### src/design/lpb_pkg.sv
`timescale 1ns / 1ps

package lpb_pkg;

   // Item kinds
   localparam logic REQ_TICK   = 1'b0;
   localparam logic REQ_BUTTON = 1'b1;

   // Field widths
   localparam int PIN_W    = 4;
   localparam int TIME_W   = 32;
   localparam int PERIOD_W = 10;
   localparam int LOCK_W   = 16;
   localparam int LED_W    = 4;
   localparam int SCHEME_W = 2;
   localparam int PHASE_W  = 2;
   localparam int CSR_IDX_W = 2;
   localparam int CSR_DAT_W = 16;

   // Function pins
   localparam logic [PIN_W-1:0] PIN_PREV   = 4'd11;
   localparam logic [PIN_W-1:0] PIN_NEXT   = 4'd9;
   localparam logic [PIN_W-1:0] PIN_FASTER = 4'd8;
   localparam logic [PIN_W-1:0] PIN_SLOWER = 4'd6;
   localparam logic [PIN_W-1:0] PIN_ONOFF  = 4'd15;

   // Schemes
   localparam logic [SCHEME_W-1:0] SCHEME_TOGGLE = 2'd0;
   localparam logic [SCHEME_W-1:0] SCHEME_CHASE  = 2'd1;
   localparam logic [SCHEME_W-1:0] SCHEME_PAIRS  = 2'd2;
   localparam logic [SCHEME_W-1:0] SCHEME_LAST   = 2'd2;

   // LED patterns
   localparam logic [LED_W-1:0] LEDS_OFF    = 4'h0;
   localparam logic [LED_W-1:0] LEDS_ALL    = 4'hF;
   localparam logic [LED_W-1:0] LEDS_PAIR_A = 4'h5;
   localparam logic [LED_W-1:0] LEDS_PAIR_B = 4'hA;

   // Register indexes
   localparam logic [CSR_IDX_W-1:0] CSR_LOCKOUT     = 2'd0;
   localparam logic [CSR_IDX_W-1:0] CSR_PERIOD_MIN  = 2'd1;
   localparam logic [CSR_IDX_W-1:0] CSR_PERIOD_MAX  = 2'd2;
   localparam logic [CSR_IDX_W-1:0] CSR_PERIOD_STEP = 2'd3;

   // Reset values
   localparam logic [LOCK_W-1:0]   LOCKOUT_RST     = 16'd150;
   localparam logic [PERIOD_W-1:0] PERIOD_MIN_RST  = 10'd50;
   localparam logic [PERIOD_W-1:0] PERIOD_MAX_RST  = 10'd1000;
   localparam logic [PERIOD_W-1:0] PERIOD_STEP_RST = 10'd50;
   localparam logic [PERIOD_W-1:0] PERIOD_RST      = 10'd200;

   typedef struct packed {
      logic             req_type;
      logic [PIN_W-1:0] pin;
   } req_item_type;

   typedef struct packed {
      logic [LED_W-1:0]    leds;
      logic                enabled;
      logic [SCHEME_W-1:0] scheme;
      logic [PERIOD_W-1:0] period_ms;
   } rsp_item_type;

   // Timestamp write-back
   typedef struct packed {
      logic              en;
      logic [PIN_W-1:0]  pin;
      logic [TIME_W-1:0] stamp;
   } stamp_wr_type;

endpackage

### src/design/lpb_stamp_mem.sv
`timescale 1ns / 1ps

// Per-pin press timestamps: one synchronous read, one write, write forwarding
module lpb_stamp_mem #(
   parameter int NUM_PINS = 16
) (
   input  logic                        clock,
   input  logic                        reset,
   input  logic                        rd_en,
   input  logic [lpb_pkg::PIN_W-1:0]   rd_pin,
   input  lpb_pkg::stamp_wr_type       wr,
   output logic [lpb_pkg::TIME_W-1:0]  rd_stamp
);
   import lpb_pkg::*;

   localparam int AW = (NUM_PINS > 1) ? $clog2(NUM_PINS) : 1;

   logic [TIME_W-1:0] mem [NUM_PINS];
   logic [NUM_PINS-1:0] vld_ff;
   logic [NUM_PINS-1:0] vld_in;

   logic [TIME_W-1:0] rd_data_ff;
   logic              rd_vld_ff;
   logic [AW-1:0]     rd_addr_ff;

   logic              fwd_vld_ff;
   logic [AW-1:0]     fwd_addr_ff;
   logic [TIME_W-1:0] fwd_data_ff;

   logic [AW-1:0] rd_addr;
   logic [AW-1:0] wr_addr;

   assign rd_addr = rd_pin[AW-1:0];
   assign wr_addr = wr.pin[AW-1:0];

   // Storage and registered read
   always_ff @(posedge clock) begin
      if (wr.en) begin
         mem[wr_addr] <= wr.stamp;
      end
      if (rd_en) begin
         rd_data_ff <= mem[rd_addr];
         rd_addr_ff <= rd_addr;
      end
   end

   // Written flags; an unwritten entry reads as zero
   always_comb begin
      vld_in = vld_ff;
      if (wr.en) begin
         vld_in[wr_addr] = 1'b1;
      end
   end

   always_ff @(posedge clock) begin
      if (reset) begin
         vld_ff     <= '0;
         rd_vld_ff  <= 1'b0;
         fwd_vld_ff <= 1'b0;
      end else begin
         vld_ff <= vld_in;
         if (rd_en) begin
            rd_vld_ff <= vld_ff[rd_addr];
         end
         if (wr.en) begin
            fwd_vld_ff <= 1'b1;
         end
      end
   end

   // Most recent write, for a read issued in the same cycle as it
   always_ff @(posedge clock) begin
      if (wr.en) begin
         fwd_addr_ff <= wr_addr;
         fwd_data_ff <= wr.stamp;
      end
   end

   always_comb begin
      priority if (fwd_vld_ff && (fwd_addr_ff == rd_addr_ff)) begin
         rd_stamp = fwd_data_ff;
      end else if (rd_vld_ff) begin
         rd_stamp = rd_data_ff;
      end else begin
         rd_stamp = '0;
      end
   end

`ifndef ASSERT_OFF
   a_wr_marks_valid: assert property (@(posedge clock) disable iff (reset)
      wr.en |=> vld_ff[$past(wr_addr)])
      else $error("written entry not flagged");
   a_fwd_after_write: assert property (@(posedge clock) disable iff (reset)
      wr.en |=> (fwd_vld_ff && fwd_data_ff == $past(wr.stamp)))
      else $error("forwarding register missed a write");
   a_rd_of_unwritten: assert property (@(posedge clock) disable iff (reset)
      (rd_en && !vld_ff[rd_addr] && !wr.en) |=>
         (!rd_vld_ff || (fwd_vld_ff && fwd_addr_ff == rd_addr_ff)))
      else $error("unwritten entry read as valid");
`endif

endmodule

### src/design/led_pattern_blinker_with_buttons_top.sv
`timescale 1ns / 1ps
// Accepted transactions enter the stage-1 register, then the output register.
// One transaction per cycle unless the result side stalls. The timestamp memory
// has one read port, read at acceptance; the previous item's write is forwarded.
// Reset (synchronous): registers to 150/50/1000/50, time and timestamps to 0,
// scheme 0, phase 0, blinking on, period 200, LEDs off, pipeline empty.
module led_pattern_blinker_with_buttons_top #(
   parameter int NUM_PINS = 16
) (
   input  logic                            clock,
   input  logic                            reset,
   input  logic                            req_valid,
   output logic                            req_stall,
   input  lpb_pkg::req_item_type           req_data,
   output logic                            rsp_valid,
   input  logic                            rsp_stall,
   output lpb_pkg::rsp_item_type           rsp_data,
   input  logic                            csr_we,
   input  logic [lpb_pkg::CSR_IDX_W-1:0]   csr_index,
   input  logic [lpb_pkg::CSR_DAT_W-1:0]   csr_wdata
);
   import lpb_pkg::*;

   // Configuration
   logic [LOCK_W-1:0]   lockout_ff;
   logic [PERIOD_W-1:0] pmin_ff, pmax_ff, pstep_ff;

   always_ff @(posedge clock) begin
      if (reset) begin
         lockout_ff <= LOCKOUT_RST;
         pmin_ff    <= PERIOD_MIN_RST;
         pmax_ff    <= PERIOD_MAX_RST;
         pstep_ff   <= PERIOD_STEP_RST;
      end else if (csr_we) begin
         unique case (csr_index)
            CSR_LOCKOUT:     lockout_ff <= csr_wdata;
            CSR_PERIOD_MIN:  pmin_ff    <= csr_wdata[PERIOD_W-1:0];
            CSR_PERIOD_MAX:  pmax_ff    <= csr_wdata[PERIOD_W-1:0];
            CSR_PERIOD_STEP: pstep_ff   <= csr_wdata[PERIOD_W-1:0];
            default: ;
         endcase
      end
   end

   // Pipeline control
   logic         s1_vld_ff;
   req_item_type s1_item_ff;
   logic         out_vld_ff;
   rsp_item_type out_item_ff;
   logic         s1_fire;
   logic         req_take;

   assign s1_fire   = s1_vld_ff && (!out_vld_ff || !rsp_stall);
   assign req_stall = s1_vld_ff && !s1_fire;
   assign req_take  = req_valid && !req_stall;
   assign rsp_valid = out_vld_ff;
   assign rsp_data  = out_item_ff;

   // Block state
   logic [TIME_W-1:0]   time_ff, time_in;
   logic [TIME_W-1:0]   last_step_ff, last_step_in;
   logic [SCHEME_W-1:0] scheme_ff, scheme_in;
   logic [PHASE_W-1:0]  phase_ff, phase_in;
   logic                on_ff, on_in;
   logic [PERIOD_W-1:0] period_ff, period_in;
   logic [LED_W-1:0]    leds_ff, leds_in;

   logic [TIME_W-1:0] stamp;
   stamp_wr_type      stamp_wr;

   lpb_stamp_mem #(
      .NUM_PINS (NUM_PINS)
   ) u_stamp_mem (
      .clock    (clock),
      .reset    (reset),
      .rd_en    (req_take),
      .rd_pin   (req_data.pin),
      .wr       (stamp_wr),
      .rd_stamp (stamp)
   );

   // Item evaluation: button effect, then the blink step
   logic                pin_ok;
   logic                btn_taken;
   logic [TIME_W-1:0]   press_gap;
   logic [TIME_W-1:0]   step_gap;
   logic [PERIOD_W-1:0] faster_p;
   logic [PERIOD_W:0]   slower_sum;
   logic [SCHEME_W-1:0] scheme_b;
   logic [PHASE_W-1:0]  phase_b;
   logic                on_b;
   logic [PERIOD_W-1:0] period_b;
   logic [LED_W-1:0]    leds_b;

   always_comb begin
      pin_ok    = {1'b0, s1_item_ff.pin} < (PIN_W + 1)'(NUM_PINS);
      press_gap = time_ff - stamp;
      btn_taken = (s1_item_ff.req_type == REQ_BUTTON) && pin_ok &&
                  (press_gap >= {{(TIME_W - LOCK_W){1'b0}}, lockout_ff});

      time_in = (s1_item_ff.req_type == REQ_TICK) ? time_ff + 1'b1 : time_ff;

      stamp_wr.en    = s1_fire && btn_taken;
      stamp_wr.pin   = s1_item_ff.pin;
      stamp_wr.stamp = time_ff;

      faster_p = (period_ff > pstep_ff) ? period_ff - pstep_ff : '0;
      if (faster_p < pmin_ff) begin
         faster_p = pmin_ff;
      end
      slower_sum = {1'b0, period_ff} + {1'b0, pstep_ff};

      scheme_b = scheme_ff;
      phase_b  = phase_ff;
      on_b     = on_ff;
      period_b = period_ff;
      leds_b   = leds_ff;
      if (btn_taken) begin
         unique case (s1_item_ff.pin)
            PIN_PREV: begin
               scheme_b = (scheme_ff == SCHEME_TOGGLE) ? SCHEME_LAST : scheme_ff - 1'b1;
               phase_b  = '0;
               leds_b   = LEDS_OFF;
            end
            PIN_NEXT: begin
               scheme_b = (scheme_ff == SCHEME_LAST) ? SCHEME_TOGGLE : scheme_ff + 1'b1;
               phase_b  = '0;
               leds_b   = LEDS_OFF;
            end
            PIN_FASTER: begin
               if (period_ff > pmin_ff) begin
                  period_b = faster_p;
               end
            end
            PIN_SLOWER: begin
               if (period_ff < pmax_ff) begin
                  period_b = (slower_sum > {1'b0, pmax_ff}) ? pmax_ff
                                                             : slower_sum[PERIOD_W-1:0];
               end
            end
            PIN_ONOFF: begin
               on_b = !on_ff;
               if (on_ff) begin
                  leds_b = LEDS_OFF;
               end
            end
            default: ;
         endcase
      end

      // Blink step at the item's time
      step_gap     = time_in - last_step_ff;
      scheme_in    = scheme_b;
      on_in        = on_b;
      period_in    = period_b;
      phase_in     = phase_b;
      leds_in      = leds_b;
      last_step_in = last_step_ff;
      if (!on_b) begin
         leds_in = LEDS_OFF;
      end else if (step_gap >= {{(TIME_W - PERIOD_W){1'b0}}, period_b}) begin
         last_step_in = time_in;
         unique case (scheme_b)
            SCHEME_TOGGLE: leds_in = leds_b ^ LEDS_ALL;
            SCHEME_CHASE: begin
               leds_in  = LED_W'(1) << phase_b;
               phase_in = phase_b + 1'b1;
            end
            default: begin
               if (phase_b == '0) begin
                  leds_in  = LEDS_PAIR_A;
                  phase_in = PHASE_W'(1);
               end else begin
                  leds_in  = LEDS_PAIR_B;
                  phase_in = '0;
               end
            end
         endcase
      end
   end

   // State registers
   always_ff @(posedge clock) begin
      if (reset) begin
         time_ff      <= '0;
         last_step_ff <= '0;
         scheme_ff    <= SCHEME_TOGGLE;
         phase_ff     <= '0;
         on_ff        <= 1'b1;
         period_ff    <= PERIOD_RST;
         leds_ff      <= LEDS_OFF;
      end else if (s1_fire) begin
         time_ff      <= time_in;
         last_step_ff <= last_step_in;
         scheme_ff    <= scheme_in;
         phase_ff     <= phase_in;
         on_ff        <= on_in;
         period_ff    <= period_in;
         leds_ff      <= leds_in;
      end
   end

   // Stage and output valid flags
   always_ff @(posedge clock) begin
      if (reset) begin
         s1_vld_ff  <= 1'b0;
         out_vld_ff <= 1'b0;
      end else begin
         if (req_take) begin
            s1_vld_ff <= 1'b1;
         end else if (s1_fire) begin
            s1_vld_ff <= 1'b0;
         end
         if (s1_fire) begin
            out_vld_ff <= 1'b1;
         end else if (!rsp_stall) begin
            out_vld_ff <= 1'b0;
         end
      end
   end

   // Payload registers
   always_ff @(posedge clock) begin
      if (req_take) begin
         s1_item_ff <= req_data;
      end
      if (s1_fire) begin
         out_item_ff.leds      <= leds_in;
         out_item_ff.enabled   <= on_in;
         out_item_ff.scheme    <= scheme_in;
         out_item_ff.period_ms <= period_in;
      end
   end

`ifndef ASSERT_OFF
   a_off_means_dark: assert property (@(posedge clock) disable iff (reset)
      (rsp_valid && !rsp_data.enabled) |-> (rsp_data.leds == LEDS_OFF))
      else $error("LEDs lit while blinking disabled");
   a_scheme_range: assert property (@(posedge clock) disable iff (reset)
      scheme_ff <= SCHEME_LAST)
      else $error("scheme out of range");
   a_pairs_phase: assert property (@(posedge clock) disable iff (reset)
      (scheme_ff == SCHEME_PAIRS) |-> (phase_ff[1] == 1'b0))
      else $error("pairs scheme with chase phase");
   a_take_fills_stage: assert property (@(posedge clock) disable iff (reset)
      req_take |=> s1_vld_ff)
      else $error("accepted transaction lost");
   a_fire_gives_rsp: assert property (@(posedge clock) disable iff (reset)
      s1_fire |=> rsp_valid)
      else $error("evaluated transaction not offered");
`endif

endmodule

### config.mk
export PLATFORM = sky130hd
export DESIGN_NAME = led_pattern_blinker_with_buttons_top
export DESIGN_NICKNAME = d
export VERILOG_FILES = /design/src/design/lpb_pkg.sv /design/src/design/lpb_stamp_mem.sv /design/src/design/led_pattern_blinker_with_buttons_top.sv
export SDC_FILE = /design/constraint.sdc
export NUM_CORES = 1
export LEC_CHECK = 0
export ABC_AREA = 1
export BUFFER_PORTS_ARGS = -buffer_cell sky130_fd_sc_hd__buf_2
export CORE_UTILIZATION = 42
export DETAILED_ROUTE_END_ITERATION = 16
export PLACE_DENSITY_LB_ADDON = 0.15
export SLEW_MARGIN = 20
export SYNTH_ARGS = -nofsm -noshare
export SYNTH_HDL_FRONTEND = slang
export SYNTH_SLANG_ARGS = --single-unit
### constraint.sdc
create_clock -name clock -period 16 [get_ports clock]
set_input_delay 0 -clock clock [delete_from_list [all_inputs] [get_ports clock]]
set_output_delay 0 -clock clock [all_outputs]
set_load 0.05 [all_outputs]
Word level (Yosys, flattened, before mapping)
Memories as Yosys holds them, arrays and structs flattened. A register that Yosys moved wholly into a read port is not among the register bits.
Cells that the tools add are included.
{"block": "op_classes", "addsub": 8, "n_lt_le_gt_ge": 10, "eq_ne": 12, "shift": 1, "mux": 39, "n_bitwise": 2, "reduce_logical": 24}
{"op": "32-bit two-way mux", "count": 3}
{"op": "32-bit subtractor", "count": 2}
{"op": "10-bit two-way mux", "count": 6}
{"op": "32-bit by 1-bit adder with 32-bit output (second input constant)", "count": 1}
{"op": "32-bit by 10-bit greater-or-equal comparator with 1-bit output", "count": 1}
{"op": "32-bit by 16-bit greater-or-equal comparator with 1-bit output", "count": 1}
{"op": "10-bit > comparator", "count": 2}
{"op": "10-bit < comparator", "count": 2}
{"op": "4-bit two-way mux", "count": 5}
{"op": "10-bit one-hot mux with 2 select lines", "count": 1}
{"op": "4-bit equality test (second input constant)", "count": 4}
{"op": "16-bit OR", "count": 1}
{"op": "4-bit one-hot mux with 2 select lines", "count": 2}
{"op": "2-bit two-way mux", "count": 7}
{"op": "10-bit by 10-bit adder with 11-bit output", "count": 1}
{"op": "11-bit by 10-bit > comparator with 1-bit output", "count": 1}
{"op": "1-bit two-way mux", "count": 11}
{"op": "4-bit by 5-bit < comparator with 1-bit output (second input constant)", "count": 2}
{"op": "10-bit subtractor", "count": 1}
{"op": "2-bit zero test", "count": 4}
{"op": "2-bit one-hot mux with 2 select lines", "count": 2}
{"op": "2-bit AND reduction", "count": 4}
{"op": "1-bit logical AND", "count": 7}
{"op": "2-bit equality test (second input constant)", "count": 3}
{"op": "16 further kinds", "count": 22}
{"block": "totals", "ff_bits": 207, "ram_bits": 512, "inputBits": 28, "n_memories": 1}
{"memory": "u_stamp_mem.mem", "depth": 16, "width": 32, "read_ports": 1, "rd_ports_with_merged_regs": 1, "wr": 1, "line": "lpb_stamp_mem.sv:18", "rtl": "logic [TIME_W-1:0] mem [NUM_PINS];"}

Logic depth before layout (Yosys ltp)
Gate-level depths: netlist (run 1).
{"block": "logic_depth", "depth_word": 12, "depth_mapped": 57, "mapped_depth_nobuf": 54}

Modules after synthesis
From an unflattened synthesis (run 1), not the netlist that was laid out.
{"block": "unflattened", "hier_cells": 4162, "hier_area_um2": 38493.2}
{"mod": "lpb_stamp_mem", "instances": 1, "cells_each": 1798, "area_per_inst_um2": 23518.8}
{"mod": "led_pattern_blinker_with_buttons_top", "instances": 1, "cells_each": 2364, "area_per_inst_um2": 14974.4}

Worst setup path before layout (run 1)
No wires, ideal clock.
{"block": "synth_path", "path_type": "reg2reg", "startpoint": "register u_stamp_mem.rd_addr_ff[1]", "endpoint": "memory u_stamp_mem.mem[3][0], enable pin", "setup_ns": 0.464, "arrival_time_ns": 6.541, "t_required_ns": 15.536, "setup_slack_ns": 8.996, "path_stages_with_launch": 35, "path_buffers": 2, "cell_sequence": "edfxtp_1 inv_2 nand2_1 o21ai_1 inv_1 nand3_2 clkbuf_1 nor2_1 a21oi_1 ha_1 inv_1 fa_1 nand2_1 nand2_1 nand3b_1 nand2_1 nand2_1 nand2_1 xor2_1 ha_1 nand2_1 nor2_1 a211oi_1 nand2_1 nor2_1 nand3_1 nor2_1 nand2_1 inv_1 nand2_2 nand2_2 buf_6 nor2_4 inv_2 nor3_1"}
{"item": "start: declaration", "line": "lpb_stamp_mem.sv:24", "rtl": "logic [AW-1:0] rd_addr_ff;"}
{"item": "start signal: assignment", "line": "lpb_stamp_mem.sv:43", "rtl": "rd_addr_ff <= rd_addr;"}
{"item": "end: declaration", "line": "lpb_stamp_mem.sv:18"}

Worst setup path after layout (run 1)
{"block": "layout_path", "startpoint": "register u_stamp_mem.rd_addr_ff[1]", "endpoint": "register last_step_ff[16]"}
{"block": "layout_between", "elab_chain_len": 9, "elab_cells_between_ends": 15, "classes_between": "add/sub (1); order compare (2); eq/ne (4); mux (5); reduce/logical (3)"}
{"item": "4-bit equality test", "line": "lpb_stamp_mem.sv:80", "rtl": "priority if (fwd_vld_ff && (fwd_addr_ff == rd_addr_ff)) begin"}
{"item": "1-bit logical AND", "line": "lpb_stamp_mem.sv:80"}
{"item": "32-bit two-way mux", "line": "lpb_stamp_mem.sv:80"}
{"item": "32-bit subtractor", "line": "led_pattern_blinker_with_buttons_top.sv:97", "rtl": "press_gap = time_ff - stamp;"}
{"item": "32-bit by 16-bit greater-or-equal comparator with 1-bit output", "line": "led_pattern_blinker_with_buttons_top.sv:99", "rtl": "(press_gap >= {{(TIME_W - LOCK_W){1'b0}}, lockout_ff});"}
{"item": "1-bit logical AND", "line": "led_pattern_blinker_with_buttons_top.sv:98", "rtl": "btn_taken = (s1_item_ff.req_type == REQ_BUTTON) && pin_ok &&"}
{"item": "10-bit two-way mux *", "line": "led_pattern_blinker_with_buttons_top.sv:118", "rtl": "if (btn_taken) begin"}
{"item": "via period_b[6]", "line": "led_pattern_blinker_with_buttons_top.sv:92", "rtl": "logic [PERIOD_W-1:0] period_b;"}
{"item": "32-bit by 10-bit greater-or-equal comparator with 1-bit output *", "line": "led_pattern_blinker_with_buttons_top.sv:161", "rtl": "end else if (step_gap >= {{(TIME_W - PERIOD_W){1'b0}}, period_b}) begin"}
{"item": "3-bit AND reduction (no source line) *"}
{"item": "end signal: assignment", "line": "led_pattern_blinker_with_buttons_top.sv:194", "rtl": "last_step_ff <= last_step_in;"}
{"item": "end: declaration", "line": "led_pattern_blinker_with_buttons_top.sv:61", "rtl": "logic [TIME_W-1:0] last_step_ff, last_step_in;"}
The timed path passes the listed nets; every way through them passes the cells marked *.
A chain may end at the register's enable or synchronous reset.

==> results of run 1 <==
==> placed cells by master (no fill, tap or decap), drive strengths merged, types with 5 or more instances in the layout <==
cell type    Yosys  final
a21o             7      7
a31oi            5      5
ha             154    154
inv            484    488
o21ai          309    309
nand3          151    151
nor2           404    404
nand3b           6      6
a21oi          192    192
o211ai          47     47
clkinvlp         0      5
o22ai           32     32
mux2i           98     98
nand2          722    722
dlygate4sd3      0     46
nor3            45     45
a211oi           5      5
o21a            24     24
clkinv           1     30
o221ai         101    101
o21bai          12     12
dfxtp          149    149
xnor2           14     14
clkbuf         121    107
o32ai           24     24
edfxtp         602    602
xor2            52     52
buf             36    115
nand4           40     40
==> power groups by stage <==
stage                     Sequential (mW)  Combinational (mW)  Clock, mW
after global routing                 2.20                1.03       1.91
after floorplan                      2.24               0.616          0
after global placement               2.24               0.897          0
after CTS                            2.20               0.912       1.83
after detailed placement             2.24               0.899          0
final                                2.20               0.918       1.80
==> worst register-to-register path, delay by kind of cell, from the launching register on <==
family / cells / cell delay, ns
and+or+nand+nor: 30 / 3.30
DFF: 1 / 0.47
AOI/OAI and AO/OA: 6 / 1.27
adders and majority gates: 3 / 1.04
buffers and inverters: 10 / 1.28
xor gates and xnor gates: 1 / 0.21
==> worst min-delay path by stage <==
stage | slack (ns) | end | cells past startpoint
6_report | 0.03 | u_stamp_mem.rd_data_ff[1] | 5
5_1_grt | 0.06 | u_stamp_mem.rd_data_ff[7] | 5
4_1_cts | 0.02 | u_stamp_mem.rd_data_ff[1] | 5
3_5_place_dp | 0.23 | s1_item_ff[4] | 1
3_3_place_gp | 0.23 | s1_item_ff[4] | 1
2_1_floorplan | 0.1 | s1_item_ff[4] | 0
==> kinds of logic (layout without fill, tap and decap cells) <==
family                   count (synthesis)  count (layout)
AO/OA/AOI/OAI                          769             769
multiplexers                            98              98
AND/OR/NAND/NOR                       1380            1380
other                                    0               2
XOR/XNOR                                66              66
flip-flops                             751             751
adder cells (fa/ha/maj)                158             158
buffers and inverters                  642             793
==> registers in the layout, indices dropped and copies added, names as in the netlist, 2 cells and up <==
name	flops
u_stamp_mem.mem	512
u_stamp_mem.vld_ff	16
pstep_ff	10
phase_ff	2
rsp_data	17
period_ff	10
u_stamp_mem.rd_addr_ff	4
u_stamp_mem.fwd_data_ff	32
scheme_ff	2
leds_ff	4
pmin_ff	10
time_ff	32
last_step_ff	32
u_stamp_mem.rd_data_ff	32
lockout_ff	16
pmax_ff	10
u_stamp_mem.fwd_addr_ff	4
==> cell type report <==
cell class	instances	area [um^2]	area share
antenna	2	5.00	0.000119
clock buffer	107	2140	0.0508
clock inverter	40	390	0.00925
sequential	751	21100	0.499
inverter	485	1830	0.0434
multi-input combinational	2471	14100	0.334
tap	1165	1460	0.0345
timing repair buffer	161	1240	0.0294
==> per-layer routing <==
layer  vias to the layer above  track usage  share of wire
met4                         0       0.0719          0.026
met2                       871        0.393           0.46
li1                      13534            -              -
met3                       170       0.0380          0.066
met1                     13735        0.354           0.45
met5                         -            0              0
==> flow_summary.rst, run 1 <==
.. list-table::
   :header-rows: 1

   * - Metric
     - Value
   * - Number of port buffers
     - 46
   * - Pre-CTS setup slack
     - 8.55 ns
   * - Maximum clock skew at final layout
     - between 0.02 and 0.03 ns
   * - Internal portion of total power
     - 3.45 mW
   * - Routability-driven placement congestion ratio
     - 0.938
   * - Rows
     - 109
   * - Sinks on Clock Net
     - 751
   * - Post-detailed-placement half-perimeter wirelength
     - about 71,000 um
   * - Clock latency on the worst-skew pair
     - 0.66 ns
   * - Finished layout cell area
     - around 0.042 mm^2
   * - Buffers from clock root to sink, at most
     - 3
   * - Relative max-transition margin
     - 0.251
   * - Core outline area
     - 0.0884 mm^2
   * - Via count of the routed design
     - between 20k and 30k
   * - Critical Path Source
     - u_stamp_mem.rd_addr_ff[1]
   * - Count of flip-flops with a built-in enable after synthesis
     - 602
   * - Cell variety after synth
     - 57
   * - Worst setup endpoint
     - last_step_ff[16]
   * - Family with the most delay on the worst path
     - simple AND/OR/NAND/NOR gates
   * - DR vias/cell
     - 5.46
   * - Total CTS buffers
     - 81
   * - Capturing point of the worst reg2reg path
     - last_step_ff[16]
   * - Synthesized-area fraction occupied by and/or/nand/nor cells
     - 0.153
   * - Capturing element type of the critical path
     - flop
   * - Fmax
     - 132 MHz
   * - Final sum of negative setup slack
     - 0 ns
   * - First DRT Iteration DRCs
     - ~2.5k
   * - Post-CTS setup buffer count
     - 0
   * - Post-synthesis instance total
     - 3,864
   * - Cells after DPL
     - between 4k and 5k
   * - Part of the total power dissipated in sequential elements
     - 0.447
   * - Total stage count of the critical path
     - 50
   * - Crit Path Category
     - flop to flop
   * - Net switching fraction of the power
     - 0.300
   * - Worst min-delay path startpoint
     - req_data[2]
   * - Initial antenna violation count
     - 4
   * - Worst path bufs/invs
     - 10
   * - Flip-flop and latch count after synthesis
     - 751
   * - Most common cell in the synthesized netlist
     - sky130_fd_sc_hd__nand2_1
   * - Final clock period utilization by the worst path
     - 0.475
   * - Top-level I/O count
     - 47
   * - Xor and xnor area share after synthesis
     - 0.0154
   * - Area of the die
     - approximately 0.09 mm^2
   * - Pin count of the biggest net entering global routing
     - 162
   * - Starting utilization of the core area
     - 0.424
   * - Final WL
     - ~110,000 um
   * - Peak VDD IR
     - slightly below 0.08 mV
   * - Total number of nets in the final design
     - between 4k and 5k
   * - Overall Global Routing Usage
     - 0.249
   * - H-tree levels
     - 3
   * - Number of nets still failing antenna checks after routing
     - 0
   * - Routed len/inst
     - 21.9 um
   * - Yosys warning count
     - 0
   * - Vias in the first global route
     - 27.0k
   * - Slew Viols, Final
     - 0
   * - Most instantiated flip-flop cell in the synthesis netlist
     - sky130_fd_sc_hd__edfxtp_1
   * - Launch point of the worst reg-to-reg path
     - u_stamp_mem.rd_addr_ff[1]
   * - Total gr overflow
     - 0
   * - Share of synthesized cell area in full adder, half adder and majority cells
     - 0.0535
   * - Switching component of the power
     - 1.48 mW
   * - Area post-placement
     - 0.0392 mm^2
   * - Average footprint of a synthesized cell
     - 9.70 um^2
   * - Total power consumption of the routed design
     - 4.92 mW
   * - DRC
     - 0
   * - Synth Area in Compound Gates
     - 0.124
   * - Critical Path Slowest Stage Cell
     - sky130_fd_sc_hd__buf_4
   * - Setup violators final
     - 0
   * - Top cell type by total area after synthesis
     - sky130_fd_sc_hd__edfxtp_1
   * - Fin cells
     - 5,182
   * - Relative contribution of combinational cells to total power
     - 0.186
   * - Clock root cell
     - sky130_fd_sc_hd__clkbuf_16
   * - Final worst-path setup slack
     - 8.41 ns
   * - Post-layout util
     - 0.478
   * - CP startpoint kind
     - flop
   * - Max-cap violations
     - 0
   * - Critical path's largest stage delay
     - 0.48 ns
   * - Worst Hold Class
     - primary input to flop
   * - Slew at the pin with the worst max-slew slack
     - 1.12 ns
   * - Proportion of synthesized flip-flops having asynchronous set or reset
     - 0
   * - Width of the die
     - 301 um
   * - Part of the total power dissipated in the clock network
     - 0.367
   * - Global-route wire length before repair
     - ~170,000 um
   * - Area contributors post-synth
     - sky130_fd_sc_hd__edfxtp_1, sky130_fd_sc_hd__dfxtp_1, sky130_fd_sc_hd__nand2_1
   * - Post-synthesis cell area
     - ~0.037 mm^2
   * - Worst-case register-to-register setup slack
     - 8.41 ns
   * - TritonCTS clock tree
     - yes
   * - Critical path data required time
     - 16.58 ns
   * - Clk slew on worst S/H paths
     - 0.06 ns
   * - Main combinational cell family by area after synthesis
     - simple AND/OR/NAND/NOR gates
   * - CP Max Fanout
     - 64
   * - Part of the Yosys area used for sequential elements
     - 0.562
   * - Share of the synthesized area in the top cell type
     - 0.482
   * - Area growth from synthesis to layout
     - 12.6%
   * - Number of endpoints with negative hold slack in the final report
     - 0
   * - Multiplexer share of the synthesized area
     - 0.0262
   * - Die height
     - 301 um
   * - R2R cell count
     - 50
   * - Number of gates given a new drive strength after cts
     - 0
   * - Unrepaired setup endpoints after global routing
     - false
   * - Layout cells sized above 1
     - 0.0730
   * - Number of inserted filler cells in the final layout
     - 8,294
   * - Leakage power
     - 17.6 nW
   * - Worst Hold Slack
     - roughly 0.030 ns
   * - Run status
     - complete, no violations
   * - CP Data Arrival Time
     - 8.18 ns
   * - Syn_nets
     - 4,050
   * - Detailed Routing Iterations Pass 1
     - 5
   * - Min Tclk post-route
     - 7.59 ns
   * - Hold buffer count at cts
     - 46
   * - Post-synth top cells
     - sky130_fd_sc_hd__nand2_1, sky130_fd_sc_hd__edfxtp_1, sky130_fd_sc_hd__inv_1
   * - Cell seen most often among critical-path stages
     - sky130_fd_sc_hd__nand2_1
   * - Power density cells
     - 117 mW/mm^2
Power figures use the tool's default switching activity.
==> inputs of run 2 (changes only) <==
- clock period: 16 -> 6.8 ns (I/O delays scaled with it)
==> run 2 against run 1 <==
Effect of this change: critical path depth is 1 lower; clock power rose by 150%; global-route usage up 0.62 points; sequential share of layout area down 2.0 points; setup slack worse by 8.0 ns; worst hold slack better by 0.087 ns; critical endpoint is now last_step_ff[12]; via count increased by 2.7%; register-to-register slack worse by 8.0 ns; largest power group unchanged.
==> flow_summary.rst, run 2 (synthesis gave the netlist of run 1 again) <==
.. list-table::
   :header-rows: 1

   * - Metric
     - Value
   * - Setup violators final
     - 0
   * - Clock root cell
     - sky130_fd_sc_hd__clkbuf_16
   * - Area growth from synthesis to layout
     - 17.3%
   * - Cells after DPL
     - 5,063
   * - Starting utilization of the core area
     - 0.424
   * - Critical path's largest stage delay
     - 0.46 ns
   * - Capturing element type of the critical path
     - flop
   * - Max-cap violations
     - 0
   * - Core outline area
     - 0.0884 mm^2
   * - Sinks on Clock Net
     - between 700 and 800
   * - CP Max Fanout
     - 10
   * - Worst Hold Class
     - primary input to flop
   * - Crit Path Category
     - flop to flop
   * - Final antenna diode count
     - 0
   * - Detailed Routing Iterations Pass 1
     - 8
   * - Area of the die
     - 0.0904 mm^2
   * - Flip-flop count of the largest register, all copies and words added
     - between 500 and 600
   * - Final WL
     - 118,000 um
   * - H-tree levels
     - 3
   * - Flip-flop and latch area
     - 0.0211 mm^2
   * - Die height
     - 301 um
   * - Number of inserted filler cells in the final layout
     - 8,253
   * - DRC
     - 0
   * - Pre-CTS setup slack
     - roughly 0.27 ns
   * - Relative max-transition margin
     - 0.288
   * - Critical Path Slowest Stage Cell
     - sky130_fd_sc_hd__edfxtp_1
   * - Cell seen most often among critical-path stages
     - sky130_fd_sc_hd__nand2_1
   * - Leading cell types in the layout, fill and taps excluded
     - sky130_fd_sc_hd__nand2_1, sky130_fd_sc_hd__edfxtp_1, sky130_fd_sc_hd__inv_1
   * - Slew at the pin with the worst max-slew slack
     - 1.07 ns
   * - Number of port buffers
     - between 40 and 50
   * - Final clock period utilization by the worst path
     - 0.938
   * - Final sum of negative setup slack
     - 0 ns
   * - Number of endpoints with negative hold slack in the final report
     - 0
   * - Overall Global Routing Usage
     - 0.255
   * - Width of the die
     - 301 um
   * - Finished layout cell area
     - 0.0440 mm^2
   * - Initial antenna violation count
     - 0
   * - Post-detailed-placement half-perimeter wirelength
     - 77,000 um
   * - Total gr overflow
     - 0
   * - CP Data Arrival Time
     - 6.95 ns
   * - Total number of nets in the final design
     - 4,259
   * - Rows
     - 109
   * - Peak VDD IR
     - 0.182 mV
   * - Area post-placement
     - about 0.04 mm^2
   * - Worst Hold Slack
     - 0.117 ns
   * - Critical path data required time
     - 7.37 ns
   * - Final worst-path setup slack
     - 0.421 ns
   * - Power density cells
     - around 280 mW/mm^2
   * - CP startpoint kind
     - flop
   * - Via count of the routed design
     - 29.1k
   * - First DRT Iteration DRCs
     - 2,669
   * - Number of nets still failing antenna checks after routing
     - 0
   * - Buffers from clock root to sink, at most
     - 3
   * - Leakage power
     - 18.4 nW
   * - Pin count of the biggest net entering global routing
     - 150
   * - Fmax
     - 157 MHz
   * - Min Tclk post-route
     - roughly 6.4 ns
   * - Run status
     - complete, no violations
   * - TritonCTS clock tree
     - yes
   * - Maximum clock skew at final layout
     - 0.0516 ns
   * - Fin cells
     - 5,304
   * - Total power consumption of the routed design
     - between 10 and 15 mW
   * - Top-level I/O count
     - 47
   * - DR vias/cell
     - between 5 and 6
   * - Area of the multi-input gates
     - 0.0145 mm^2
   * - Total CTS buffers
     - 83
   * - Post-layout util
     - 0.497
   * - Routed len/inst
     - about 22 um
   * - Layout cells sized above 1
     - 0.126
   * - Vias in the first global route
     - 27.2k
   * - Slew Viols, Final
     - 0
   * - Largest register by flop count
     - u_stamp_mem.mem
   * - Global-route wire length before repair
     - 173,000 um
   * - Clock latency on the worst-skew pair
     - between 0.6 and 0.7 ns
   * - Routability-driven placement congestion ratio
     - 0.927
   * - Leading cell type in the layout, fill and taps excluded
     - sky130_fd_sc_hd__nand2_1
   * - Clk slew on worst S/H paths
     - ~0.060 ns
## run 2: final timing paths
kind / cells after the start / end / slack (ns) / start
min reg2reg: 1 / u_stamp_mem.vld_ff[6] / 0.46 / u_stamp_mem.vld_ff[6]
min: 2 / s1_item_ff[4] / 0.12 / req_data[4]
max reg2reg: 49 / last_step_ff[12] / 0.42 / u_stamp_mem.rd_addr_ff[2]
max: 49 / last_step_ff[12] / 0.42 / u_stamp_mem.rd_addr_ff[2]
## run 2: final cells by class
type                       instances  area share
sequential                       751       0.479
tap                             1165      0.0332
clock buffer                     106      0.0520
clock inverter                    45     0.00974
timing repair buffer             278      0.0545
inverter                         485      0.0418
multi-input combinational       2473       0.329
timing repair inverter             1    0.000142
## run 2: power breakdown
part / total, mW / internal [mW] / switching, mW
sequential: 5.16 / 5.08 / 0.0748
combinational: 2.46 / 0.857 / 1.61
clock: 4.49 / 2.58 / 1.90
## run 2: repair_timing
| action | in CTS | in global routing |
|---|---|---|
| hold buffers | 42 | 0 |
| endpoints found under the hold margin | 58 | 0 |
| resized for setup | 0 | 127 |
| setup endpoints to repair | 0 | 42 |
| setup buffers | 0 | 37 |
## run 2: worst max-delay path, delay by kind of cell, from the launching register on
family	cells	cell delay, ns
xor gates and xnor gates	1	0.27
DFF	1	0.46
buffers and inverters	9	0.91
adders and majority gates	3	0.90
AOI/OAI and AO/OA	5	0.49
and+or+nand+nor	31	3.24
## run 2: per-layer routing
layer  vias up  share of wire  wire (um)  track usage
met1     14171           0.46      54400        0.378
met3       137          0.068       8050       0.0301
li1      13815              -          -            -
met4         0          0.017       2030       0.0601
met2       953           0.45      53600        0.398
met5         -              0          0            0
